## config.mk

```make
export PLATFORM = sky130hd
export DESIGN_NAME = paged_translation_fifo_replace
export DESIGN_NICKNAME = d
export VERILOG_FILES = /design/src/ptfr_pkg.sv /design/src/paged_translation_fifo_replace.sv
export SDC_FILE = /design/constraint.sdc
export NUM_CORES = 2
export LEC_CHECK = 0
export BUFFER_PORTS_ARGS = -buffer_cell sky130_fd_sc_hd__buf_2
export CAP_MARGIN = 20
export CORE_ASPECT_RATIO = 1.4
export CORE_MARGIN = 10
export CORE_UTILIZATION = 45
export CTS_CLUSTER_DIAMETER = 120
export DETAILED_ROUTE_END_ITERATION = 8
export GPL_TIMING_DRIVEN = 0
export HOLD_SLACK_MARGIN = 0.12
export SYNTH_ARGS = -nofsm -noshare
export SYNTH_HDL_FRONTEND = slang
export SYNTH_SLANG_ARGS = --single-unit
```

## constraint.sdc

```tcl
create_clock -name clk -period 7.85 [get_ports clk]
set_clock_uncertainty 0.1 [all_clocks]
set_input_delay 1.1775 -clock clk [delete_from_list [all_inputs] [get_ports clk]]
set_output_delay 1.1775 -clock clk [all_outputs]
set_load 0.01 [all_outputs]
```

## src/ptfr_pkg.sv

```systemverilog
// Package for the paged translation block: field widths, opcode and status
// codes, request/result/entry types. No dependencies.
package ptfr_pkg;

  // Default geometry
  localparam int OFFSET_BITS    = 10;
  localparam int MAX_PAGES      = 64;
  localparam int RESIDENT_SLOTS = 3;
  localparam int FRAME_COUNT    = 64;
  localparam int DISK_BLOCKS    = 128;

  // Field widths
  localparam int OP_W     = 2;
  localparam int ADDR_W   = 16;
  localparam int PNO_W    = ADDR_W - OFFSET_BITS;
  localparam int FRAME_W  = 6;
  localparam int DISK_W   = 7;
  localparam int STATUS_W = 3;
  localparam int SIZE_W   = 17;
  localparam int CNT_W    = 32;

  localparam logic [CNT_W-1:0] CNT_MAX = '1;

  // Opcodes
  localparam logic [OP_W-1:0] OP_CLEAR  = 2'd0;
  localparam logic [OP_W-1:0] OP_LOAD   = 2'd1;
  localparam logic [OP_W-1:0] OP_ACCESS = 2'd2;

  // Result status codes
  localparam logic [STATUS_W-1:0] ST_HIT         = 3'd0;
  localparam logic [STATUS_W-1:0] ST_FAULT_CLEAN = 3'd1;
  localparam logic [STATUS_W-1:0] ST_FAULT_DIRTY = 3'd2;
  localparam logic [STATUS_W-1:0] ST_OUT_RANGE   = 3'd3;
  localparam logic [STATUS_W-1:0] ST_DONE        = 3'd4;
  localparam logic [STATUS_W-1:0] ST_NO_FRAME    = 3'd5;

  typedef struct packed {
    logic [OP_W-1:0]    opcode;
    logic [5:0]         page_index;
    logic [FRAME_W-1:0] load_frame;
    logic [DISK_W-1:0]  load_disk_block;
    logic               load_resident;
    logic [ADDR_W-1:0]  logical_address;
    logic               is_write;
  } ptfr_in_t;

  typedef struct packed {
    logic [STATUS_W-1:0]    status;
    logic [ADDR_W-1:0]      physical_address;
    logic [PNO_W-1:0]       page_number;
    logic [OFFSET_BITS-1:0] page_offset;
    logic [5:0]             evicted_page;
    logic [FRAME_W-1:0]     frame_used;
    logic [DISK_W-1:0]      writeback_disk_block;
    logic [DISK_W-1:0]      fetch_disk_block;
    logic [CNT_W-1:0]       access_total;
    logic [CNT_W-1:0]       fault_total;
  } ptfr_out_t;

  // One page table entry
  typedef struct packed {
    logic               resident;
    logic               modified;
    logic [FRAME_W-1:0] frame;
    logic [DISK_W-1:0]  disk;
  } ptfr_entry_t;

endpackage

```

## src/paged_translation_fifo_replace.sv

```systemverilog
// Page table translation with FIFO replacement. Depends on ptfr_pkg.
// out_valid is registered from exec_r, which the accepting edge sets. The receiver
//   cannot stall.
// No new request is taken while busy. busy is high for the cycle after each
//   accepted request, while it executes; a second table write lands once busy falls.
// Reset (rst_n, synchronous, active low) clears FIFO pointers, counters and size.
module paged_translation_fifo_replace
  import ptfr_pkg::*;
#(
  parameter int PAGES = MAX_PAGES,
  parameter int SLOTS = RESIDENT_SLOTS
) (
  input  logic              clk,
  input  logic              rst_n,
  input  logic              start,
  output logic              busy,
  input  ptfr_in_t          in_item,
  output logic              out_valid,
  output ptfr_out_t         out_item,
  input  logic              cfg_valid,
  output logic              cfg_ready,
  input  logic [SIZE_W-1:0] cfg_data
);

  localparam int PG_W   = $clog2(PAGES);
  localparam int SLOT_W = (SLOTS > 1) ? $clog2(SLOTS) : 1;
  localparam int FILL_W = $clog2(SLOTS + 1);
  localparam logic [SLOT_W-1:0] LAST_SLOT = SLOT_W'(SLOTS - 1);
  localparam logic [FILL_W-1:0] FULL_FILL = FILL_W'(SLOTS);

  function automatic logic [SLOT_W-1:0] next_slot(input logic [SLOT_W-1:0] s);
    return (s == LAST_SLOT) ? '0 : s + 1'b1;
  endfunction

  function automatic logic [CNT_W-1:0] sat_inc(input logic [CNT_W-1:0] v);
    return (v == CNT_MAX) ? v : v + 1'b1;
  endfunction

  // Control and state registers
  logic              exec_r;
  logic              out_valid_r;
  ptfr_in_t          in_r;
  ptfr_out_t         out_item_r;
  logic [SIZE_W-1:0] process_size_r;
  logic [CNT_W-1:0]  acc_cnt_r, acc_cnt_nxt;
  logic [CNT_W-1:0]  flt_cnt_r, flt_cnt_nxt;
  logic [SLOT_W-1:0] head_r, head_nxt;
  logic [SLOT_W-1:0] tail_r, tail_nxt;
  logic [FILL_W-1:0] fill_r, fill_nxt;
  logic [PG_W-1:0]   fifo_pages_r [SLOTS];
  logic              fifo_we;
  logic [PG_W-1:0]   fifo_wpage;

  // Page table memory and its pending second write
  ptfr_entry_t       tbl_mem [PAGES];
  ptfr_entry_t       rd_tgt_r, rd_vic_r;
  logic              fwd_tgt_r, fwd_vic_r;
  logic              pend_vld_r;
  logic [PG_W-1:0]   pend_addr_r;
  ptfr_entry_t       pend_data_r;
  logic              pend_we;
  logic [PG_W-1:0]   pend_addr;
  ptfr_entry_t       pend_data;
  logic              vic_we;
  ptfr_entry_t       vic_wdata;
  logic              mem_we;
  logic [PG_W-1:0]   mem_waddr;
  ptfr_entry_t       mem_wdata;
  logic [PG_W-1:0]   rd_addr_tgt, rd_addr_vic;

  logic              accept;
  ptfr_out_t         rsp;
  ptfr_entry_t       tgt_ent, vic_ent;
  logic [PNO_W-1:0]  pno;
  logic [PG_W-1:0]   tgt_page, vic_page;
  logic [FRAME_W-1:0] fused;
  logic              in_range;

  assign accept    = start & ~exec_r;
  assign busy      = exec_r;
  assign cfg_ready = 1'b1;
  assign out_valid = out_valid_r;
  assign out_item  = out_item_r;

  // Read addresses: target page from the incoming request, victim from FIFO head
  assign rd_addr_tgt = PG_W'(in_item.logical_address[ADDR_W-1:OFFSET_BITS]);
  assign rd_addr_vic = fifo_pages_r[head_r];

  // Single write port: victim clear during execute, pending write the cycle after
  assign mem_we    = vic_we | pend_vld_r;
  assign mem_waddr = vic_we ? vic_page : pend_addr_r;
  assign mem_wdata = vic_we ? vic_wdata : pend_data_r;

  always_ff @(posedge clk) begin
    if (mem_we) begin
      tbl_mem[mem_waddr] <= mem_wdata;
    end
    rd_tgt_r <= tbl_mem[rd_addr_tgt];
    rd_vic_r <= tbl_mem[rd_addr_vic];
  end

  // Forward the pending write over stale read data
  assign tgt_ent = fwd_tgt_r ? pend_data_r : rd_tgt_r;
  assign vic_ent = fwd_vic_r ? pend_data_r : rd_vic_r;

  assign pno      = in_r.logical_address[ADDR_W-1:OFFSET_BITS];
  assign tgt_page = PG_W'(pno);
  assign vic_page = fifo_pages_r[head_r];
  assign in_range = ({1'b0, in_r.logical_address} < process_size_r) &&
                    (int'(pno) < PAGES);

  // Execute one request
  always_comb begin
    rsp         = '0;
    rsp.status  = ST_DONE;
    acc_cnt_nxt = acc_cnt_r;
    flt_cnt_nxt = flt_cnt_r;
    head_nxt    = head_r;
    tail_nxt    = tail_r;
    fill_nxt    = fill_r;
    fifo_we     = 1'b0;
    fifo_wpage  = tgt_page;
    pend_we     = 1'b0;
    pend_addr   = tgt_page;
    pend_data   = tgt_ent;
    vic_we      = 1'b0;
    vic_wdata   = vic_ent;
    fused       = '0;
    if (exec_r) begin
      case (in_r.opcode)
        OP_CLEAR: begin
          head_nxt    = '0;
          tail_nxt    = '0;
          fill_nxt    = '0;
          acc_cnt_nxt = '0;
          flt_cnt_nxt = '0;
        end
        OP_LOAD: begin
          if (int'(in_r.page_index) < PAGES && int'(in_r.load_frame) < FRAME_COUNT &&
              int'(in_r.load_disk_block) < DISK_BLOCKS) begin
            pend_we            = 1'b1;
            pend_addr          = PG_W'(in_r.page_index);
            pend_data.resident = in_r.load_resident;
            pend_data.modified = 1'b0;
            pend_data.frame    = in_r.load_frame;
            pend_data.disk     = in_r.load_disk_block;
            // Append a resident page, dropping the oldest when full
            if (in_r.load_resident) begin
              fifo_we    = 1'b1;
              fifo_wpage = PG_W'(in_r.page_index);
              tail_nxt   = next_slot(tail_r);
              if (fill_r >= FULL_FILL) begin
                head_nxt = next_slot(tail_r);
              end else begin
                fill_nxt = fill_r + 1'b1;
              end
            end
          end
        end
        OP_ACCESS: begin
          rsp.page_number = pno;
          rsp.page_offset = in_r.logical_address[OFFSET_BITS-1:0];
          if (!in_range) begin
            rsp.status = ST_OUT_RANGE;
          end else begin
            acc_cnt_nxt = sat_inc(acc_cnt_r);
            if (tgt_ent.resident) begin
              rsp.status = ST_HIT;
              fused      = tgt_ent.frame;
              if (in_r.is_write) begin
                pend_we            = 1'b1;
                pend_data.modified = 1'b1;
              end
            end else begin
              flt_cnt_nxt          = sat_inc(flt_cnt_r);
              rsp.fetch_disk_block = tgt_ent.disk;
              if (fill_r == '0) begin
                rsp.status = ST_NO_FRAME;
              end else begin
                // Evict the head, reuse its frame, requeue the new page
                rsp.evicted_page = 6'(vic_page);
                if (vic_ent.modified) begin
                  rsp.status               = ST_FAULT_DIRTY;
                  rsp.writeback_disk_block = vic_ent.disk;
                end else begin
                  rsp.status = ST_FAULT_CLEAN;
                end
                vic_we             = (vic_page != tgt_page);
                vic_wdata.resident = 1'b0;
                vic_wdata.modified = 1'b0;
                pend_we            = 1'b1;
                pend_data.resident = 1'b1;
                pend_data.modified = in_r.is_write;
                pend_data.frame    = vic_ent.frame;
                fused              = vic_ent.frame;
                fifo_we            = 1'b1;
                head_nxt           = next_slot(head_r);
                tail_nxt           = next_slot(tail_r);
              end
            end
            if (rsp.status == ST_HIT || rsp.status == ST_FAULT_CLEAN ||
                rsp.status == ST_FAULT_DIRTY) begin
              rsp.physical_address = {fused, in_r.logical_address[OFFSET_BITS-1:0]};
            end
          end
        end
        default: begin
          rsp.status = ST_DONE;
        end
      endcase
    end
    rsp.frame_used   = fused;
    rsp.access_total = acc_cnt_nxt;
    rsp.fault_total  = flt_cnt_nxt;
  end

  // Control state
  always_ff @(posedge clk) begin
    if (!rst_n) begin
      exec_r         <= 1'b0;
      out_valid_r    <= 1'b0;
      pend_vld_r     <= 1'b0;
      fwd_tgt_r      <= 1'b0;
      fwd_vic_r      <= 1'b0;
      process_size_r <= '0;
      acc_cnt_r      <= '0;
      flt_cnt_r      <= '0;
      head_r         <= '0;
      tail_r         <= '0;
      fill_r         <= '0;
    end else begin
      exec_r      <= accept;
      out_valid_r <= exec_r;
      pend_vld_r  <= pend_we;
      fwd_tgt_r   <= pend_vld_r && (pend_addr_r == rd_addr_tgt);
      fwd_vic_r   <= pend_vld_r && (pend_addr_r == rd_addr_vic);
      if (cfg_valid && cfg_ready) begin
        process_size_r <= cfg_data;
      end
      acc_cnt_r <= acc_cnt_nxt;
      flt_cnt_r <= flt_cnt_nxt;
      head_r    <= head_nxt;
      tail_r    <= tail_nxt;
      fill_r    <= fill_nxt;
    end
  end

  // Payload registers
  always_ff @(posedge clk) begin
    if (accept) begin
      in_r <= in_item;
    end
    if (exec_r) begin
      out_item_r <= rsp;
    end
    if (pend_we) begin
      pend_addr_r <= pend_addr;
      pend_data_r <= pend_data;
    end
    if (fifo_we) begin
      fifo_pages_r[tail_r] <= fifo_wpage;
    end
  end

endmodule

```

==> reports/metrics.csv <==
stage,metric,value,unit
drt,wl_per_cell,35.3,um
synthesis,ys_dominant_reg_cell,edfxtp_1,
worst_hold_path,min-delay-path-class,flop to flop,
run_status,status,"finished, final reports clean",
setup_path,cpMaxStageDelayCell,mux2_2,
worst_hold_path,hold_end,process_size_r[10]$_SDFFE_PN0P_,
timing,period_share,70.6,%
pwr,power,14.8,mW
clocking,root_buffer,clkbuf_16,
timing,layout_min_cycle_time,5.54,ns
drt,ant_nets,0,
placed_design,post_dp_cell_area,65000,um^2
floorplanning,start_util,45.3,%
timing,final-setup-viol-count,0,
grt,grt.overflow.total,0,
timing,tns,0,ns
setup_path,cp_max_fo,33,
clocking,htreeDepth,3,
setup_path,path_common_cell,buf_2,
placed_design,dp_cells,6184,
grt,grtUsageTotal,30.2,%
grt,grt_pass1_vias,40100,
final_layout,post-route-util,52.5,%
setup_path,r2r_cells,12,
setup_path,worstSetupPathType,flop to flop,
floorplanning,die_area,148000,um^2
pwr,power.density,213,nW/um^2
setup_path,ff2ff_setup_slack,2.31,ns
setup_path,critPathBufInv,5,
drt,route.detailed.drc,0,
pwr,p_leak,24.0,nW
synthesis,synth_area,59900,um^2
synthesis,netlist_instances,4139,
grt,antenna_found_initial,38,
synthesis,ys_types,82,
setup_path,max_stage_delay,0.71,ns
setup_path,reg2reg_from,in_r[37]$_DFFE_PP_,
clocking,cts_max_path_buffers,3,
synthesis,seq_area_frac_synth,62.5,%
final_layout,fin_cells,6444,
timing,tightest_slew,1.34,ns
timing,timing.fmax,180,MHz
clocking,clock_latency,0.78,ns
timing,hold_violations,0,
timing,slew_headroom,10.6,%
setup_path,timing.rr.end,tbl_mem[59][11]$_DFFE_PP_,
pwr,irDropWorstVdd,0.000177,V
final_layout,drive_gt1_share,22.1,%
final_layout,fill_cells,10900,
timing,slew_viol_final,0,
placed_design,gp_congestion,1.07,
clocking,hold_buffers,0,
clocking,cts_resized,0,
grt,grt_max_degree,76,
floorplanning,ios,188,
setup_path,cp.depth,12,
clocking,cts-buffers-inserted,121,
timing,setup_ws,2.31,ns
final_layout,syn_to_final_growth,16.0,%
synthesis,avgSynthCellArea,14.5,um^2
synthesis,yosys_warnings,0,
setup_path,end_kind,flop,
setup_path,start_kind,flop,
floorplanning,row_count,158,
clocking,post_cts_buffers,0,
floorplanning,core_area,132000,um^2
placed_design,post-place-ws,2.23,ns
clocking,clkTransAtPathRegs,0.07,ns
worst_hold_path,whs_path_depth,2,
timing,fin_hold_ws,0.394,ns
floorplanning,die-width,328,um
drt,via_per_inst,6.46,
run,cap_violations,0,
synthesis,synth_edf_count,1163,
setup_path,arrival,5.95,ns
clocking,cts.sinks,1286,
synthesis,syn_nets,4222,
drt,dr.pass1.iters,8,
timing,rsz0062_at_grt,no,
setup_path,critPathRequiredTime,8.26,ns
synthesis,ys_ff_latch,1286,
setup_path,cp_cell_sequence,"inv_1, ha_1, clkbuf_1, nand2_1, nor3_1, o2111ai_1, a21oi_1, buf_2, and2b_1, buf_2, mux2_2, buf_16",
setup_path,critPathTopFamily,buffers and inverters,
synthesis,async_flop_share,0,%
placed_design,dp_hpwl,168000,um
final_layout,design_area,69400,um^2
drt,vias,41700,
final_layout,nets,4638,
worst_hold_path,hp-start,process_size_r[10]$_SDFFE_PN0P_,
drt,drtIter0Drc,5912,
placed_design,io_buffers,184,
clocking,tritoncts,yes,
floorplanning,die_h,452,um
drt,routed_wl,228000,um
grt,grt_pass1_wl,314000,um
cell usage in the layout, fill, tap and decap left out, drive strengths merged, types with 10 or more instances in the layout:
cell type,instances
a21oi,125
a22oi,14
and2,65
and3,34
and4,23
buf,379
bufinv,21
clkbuf,369
clkinv,50
dfxtp,123
diode,23
edfxtp,1163
ha,23
inv,40
mux2,32
mux2i,373
mux4,343
nand2,592
nand3,329
nand4,32
nor2,92
nor2b,10
nor3,38
nor4,11
o2111ai,15
o211ai,13
o21ai,108
o22ai,53
o311ai,14
o31ai,47
or3,11
or4,12
xnor2,10
layout make-up:
| cell class | count | area, um^2 | share of cell area [%] |
|---|---|---|---|
| flip-flops and latches | 1286 | 37400 | 53.9 |
| multi-input cells | 2509 | 21400 | 30.8 |
| clock buffers | 147 | 3200 | 4.61 |
| repair buffers | 293 | 2700 | 3.89 |
| well taps | 1760 | 2200 | 3.17 |
| plain buffers | 309 | 1320 | 1.91 |
| clock inverters | 82 | 1030 | 1.48 |
| inverters | 35 | 131 | 0.189 |
| diodes | 23 | 57.6 | 0.0829 |
cell usage after synthesis (4+ instances only):
| library cell | number | area share (%) |
|---|---|---|
| nor3b_1 | 7 | 0.088 |
| mux2i_1 | 373 | 6.2 |
| nand3_1 | 328 | 2.7 |
| and4_1 | 20 | 0.29 |
| nand2_1 | 592 | 3.7 |
| a22oi_1 | 14 | 0.18 |
| clkbuf_1 | 217 | 1.4 |
| o22ai_1 | 53 | 0.55 |
| and3_2 | 5 | 0.063 |
| nand2b_1 | 7 | 0.073 |
| a31oi_1 | 6 | 0.063 |
| nor3_1 | 37 | 0.31 |
| inv_1 | 35 | 0.22 |
| o31ai_1 | 47 | 0.59 |
| edfxtp_1 | 1163 | 58 |
| clkbuf_8 | 5 | 0.11 |
| xnor2_1 | 10 | 0.15 |
| buf_1 | 29 | 0.18 |
| mux4_2 | 343 | 13 |
| nand4_1 | 31 | 0.32 |
| mux2_2 | 32 | 0.60 |
| a21o_1 | 6 | 0.075 |
| nor2_1 | 91 | 0.57 |
| nor4_1 | 11 | 0.11 |
| o21a_1 | 9 | 0.11 |
| o21ai_1 | 6 | 0.050 |
| a21oi_1 | 125 | 1.0 |
| o211ai_1 | 13 | 0.16 |
| and2_1 | 64 | 0.67 |
| ha_1 | 23 | 0.48 |
| o2111ai_1 | 15 | 0.22 |
| and3_1 | 29 | 0.30 |
| or3_1 | 11 | 0.11 |
| buf_2 | 51 | 0.43 |
| nand4b_1 | 4 | 0.059 |
| buf_6 | 5 | 0.094 |
| o311ai_0 | 13 | 0.19 |
| or4_1 | 9 | 0.11 |
| nor2b_1 | 10 | 0.10 |
| dfxtp_1 | 123 | 4.1 |
| o21ai_0 | 102 | 0.85 |
| xor2_1 | 8 | 0.12 |
power breakdown:
group          switching [mW]  internal (mW)  leakage (nW)  total, mW
Clock                    2.71           3.60          2.07       6.31
Sequential             0.0364           7.46          11.6       7.49
Combinational           0.620          0.332          10.3      0.952
flip-flops by register name, indices dropped and copies added, names as in the netlist, 2 cells and up, named ones only:
name,count
rd_vic_r,14
fill_r,2
in_r,39
head_r,2
pend_data_r,15
out_item,125
fifo_pages_r,18
acc_cnt_r,32
pend_addr_r,6
process_size_r,17
tbl_mem,960
rd_tgt_r,15
flt_cnt_r,32
tail_r,2
worst register-to-register path, cell delays in order (launching register included):
cell,delay [ns]
edfxtp_1,0.44
inv_1,0.11
ha_1,0.15
clkbuf_1,0.60
nand2_1,0.33
nor3_1,0.50
o2111ai_1,0.29
a21oi_1,0.63
buf_2,0.39
and2b_1,0.30
buf_2,0.38
mux2_2,0.71
buf_16,0.33
how the worst max path moves through the flow:
stage / from / end / slack, ns
after floorplan: busy$_SDFF_PN0_ / tbl_mem[0][10]$_DFFE_PP_ / 2.10
after global placement: busy$_SDFF_PN0_ / tbl_mem[0][9]$_DFFE_PP_ / -1.99
after detailed placement: busy$_SDFF_PN0_ / tbl_mem[42][11]$_DFFE_PP_ / 2.23
after CTS: busy$_SDFF_PN0_ / tbl_mem[59][11]$_DFFE_PP_ / 2.22
after global routing: busy$_SDFF_PN0_ / tbl_mem[59][11]$_DFFE_PP_ / 2.23
final: in_r[37]$_DFFE_PP_ / tbl_mem[59][11]$_DFFE_PP_ / 2.31
layer usage:
layer / GRT usage, % / part of all wire [%]
met2: 48.8 / 47
met1: 33.8 / 33
met4: 24.2 / 9.5
met5: 0 / 0.13
met3: 7.50 / 10
cells by family after synthesis:
kind of cell	share of synthesized area, %
AO/OA/AOI/OAI	4.68
XOR/XNOR	0.263
adder cells (fa/ha/maj)	0.481
buffers and inverters	2.43
flip-flops	62.5
multiplexers	19.7
other	0.00627
AND/OR/NAND/NOR	9.94
(Power assumes the default switching activity.)
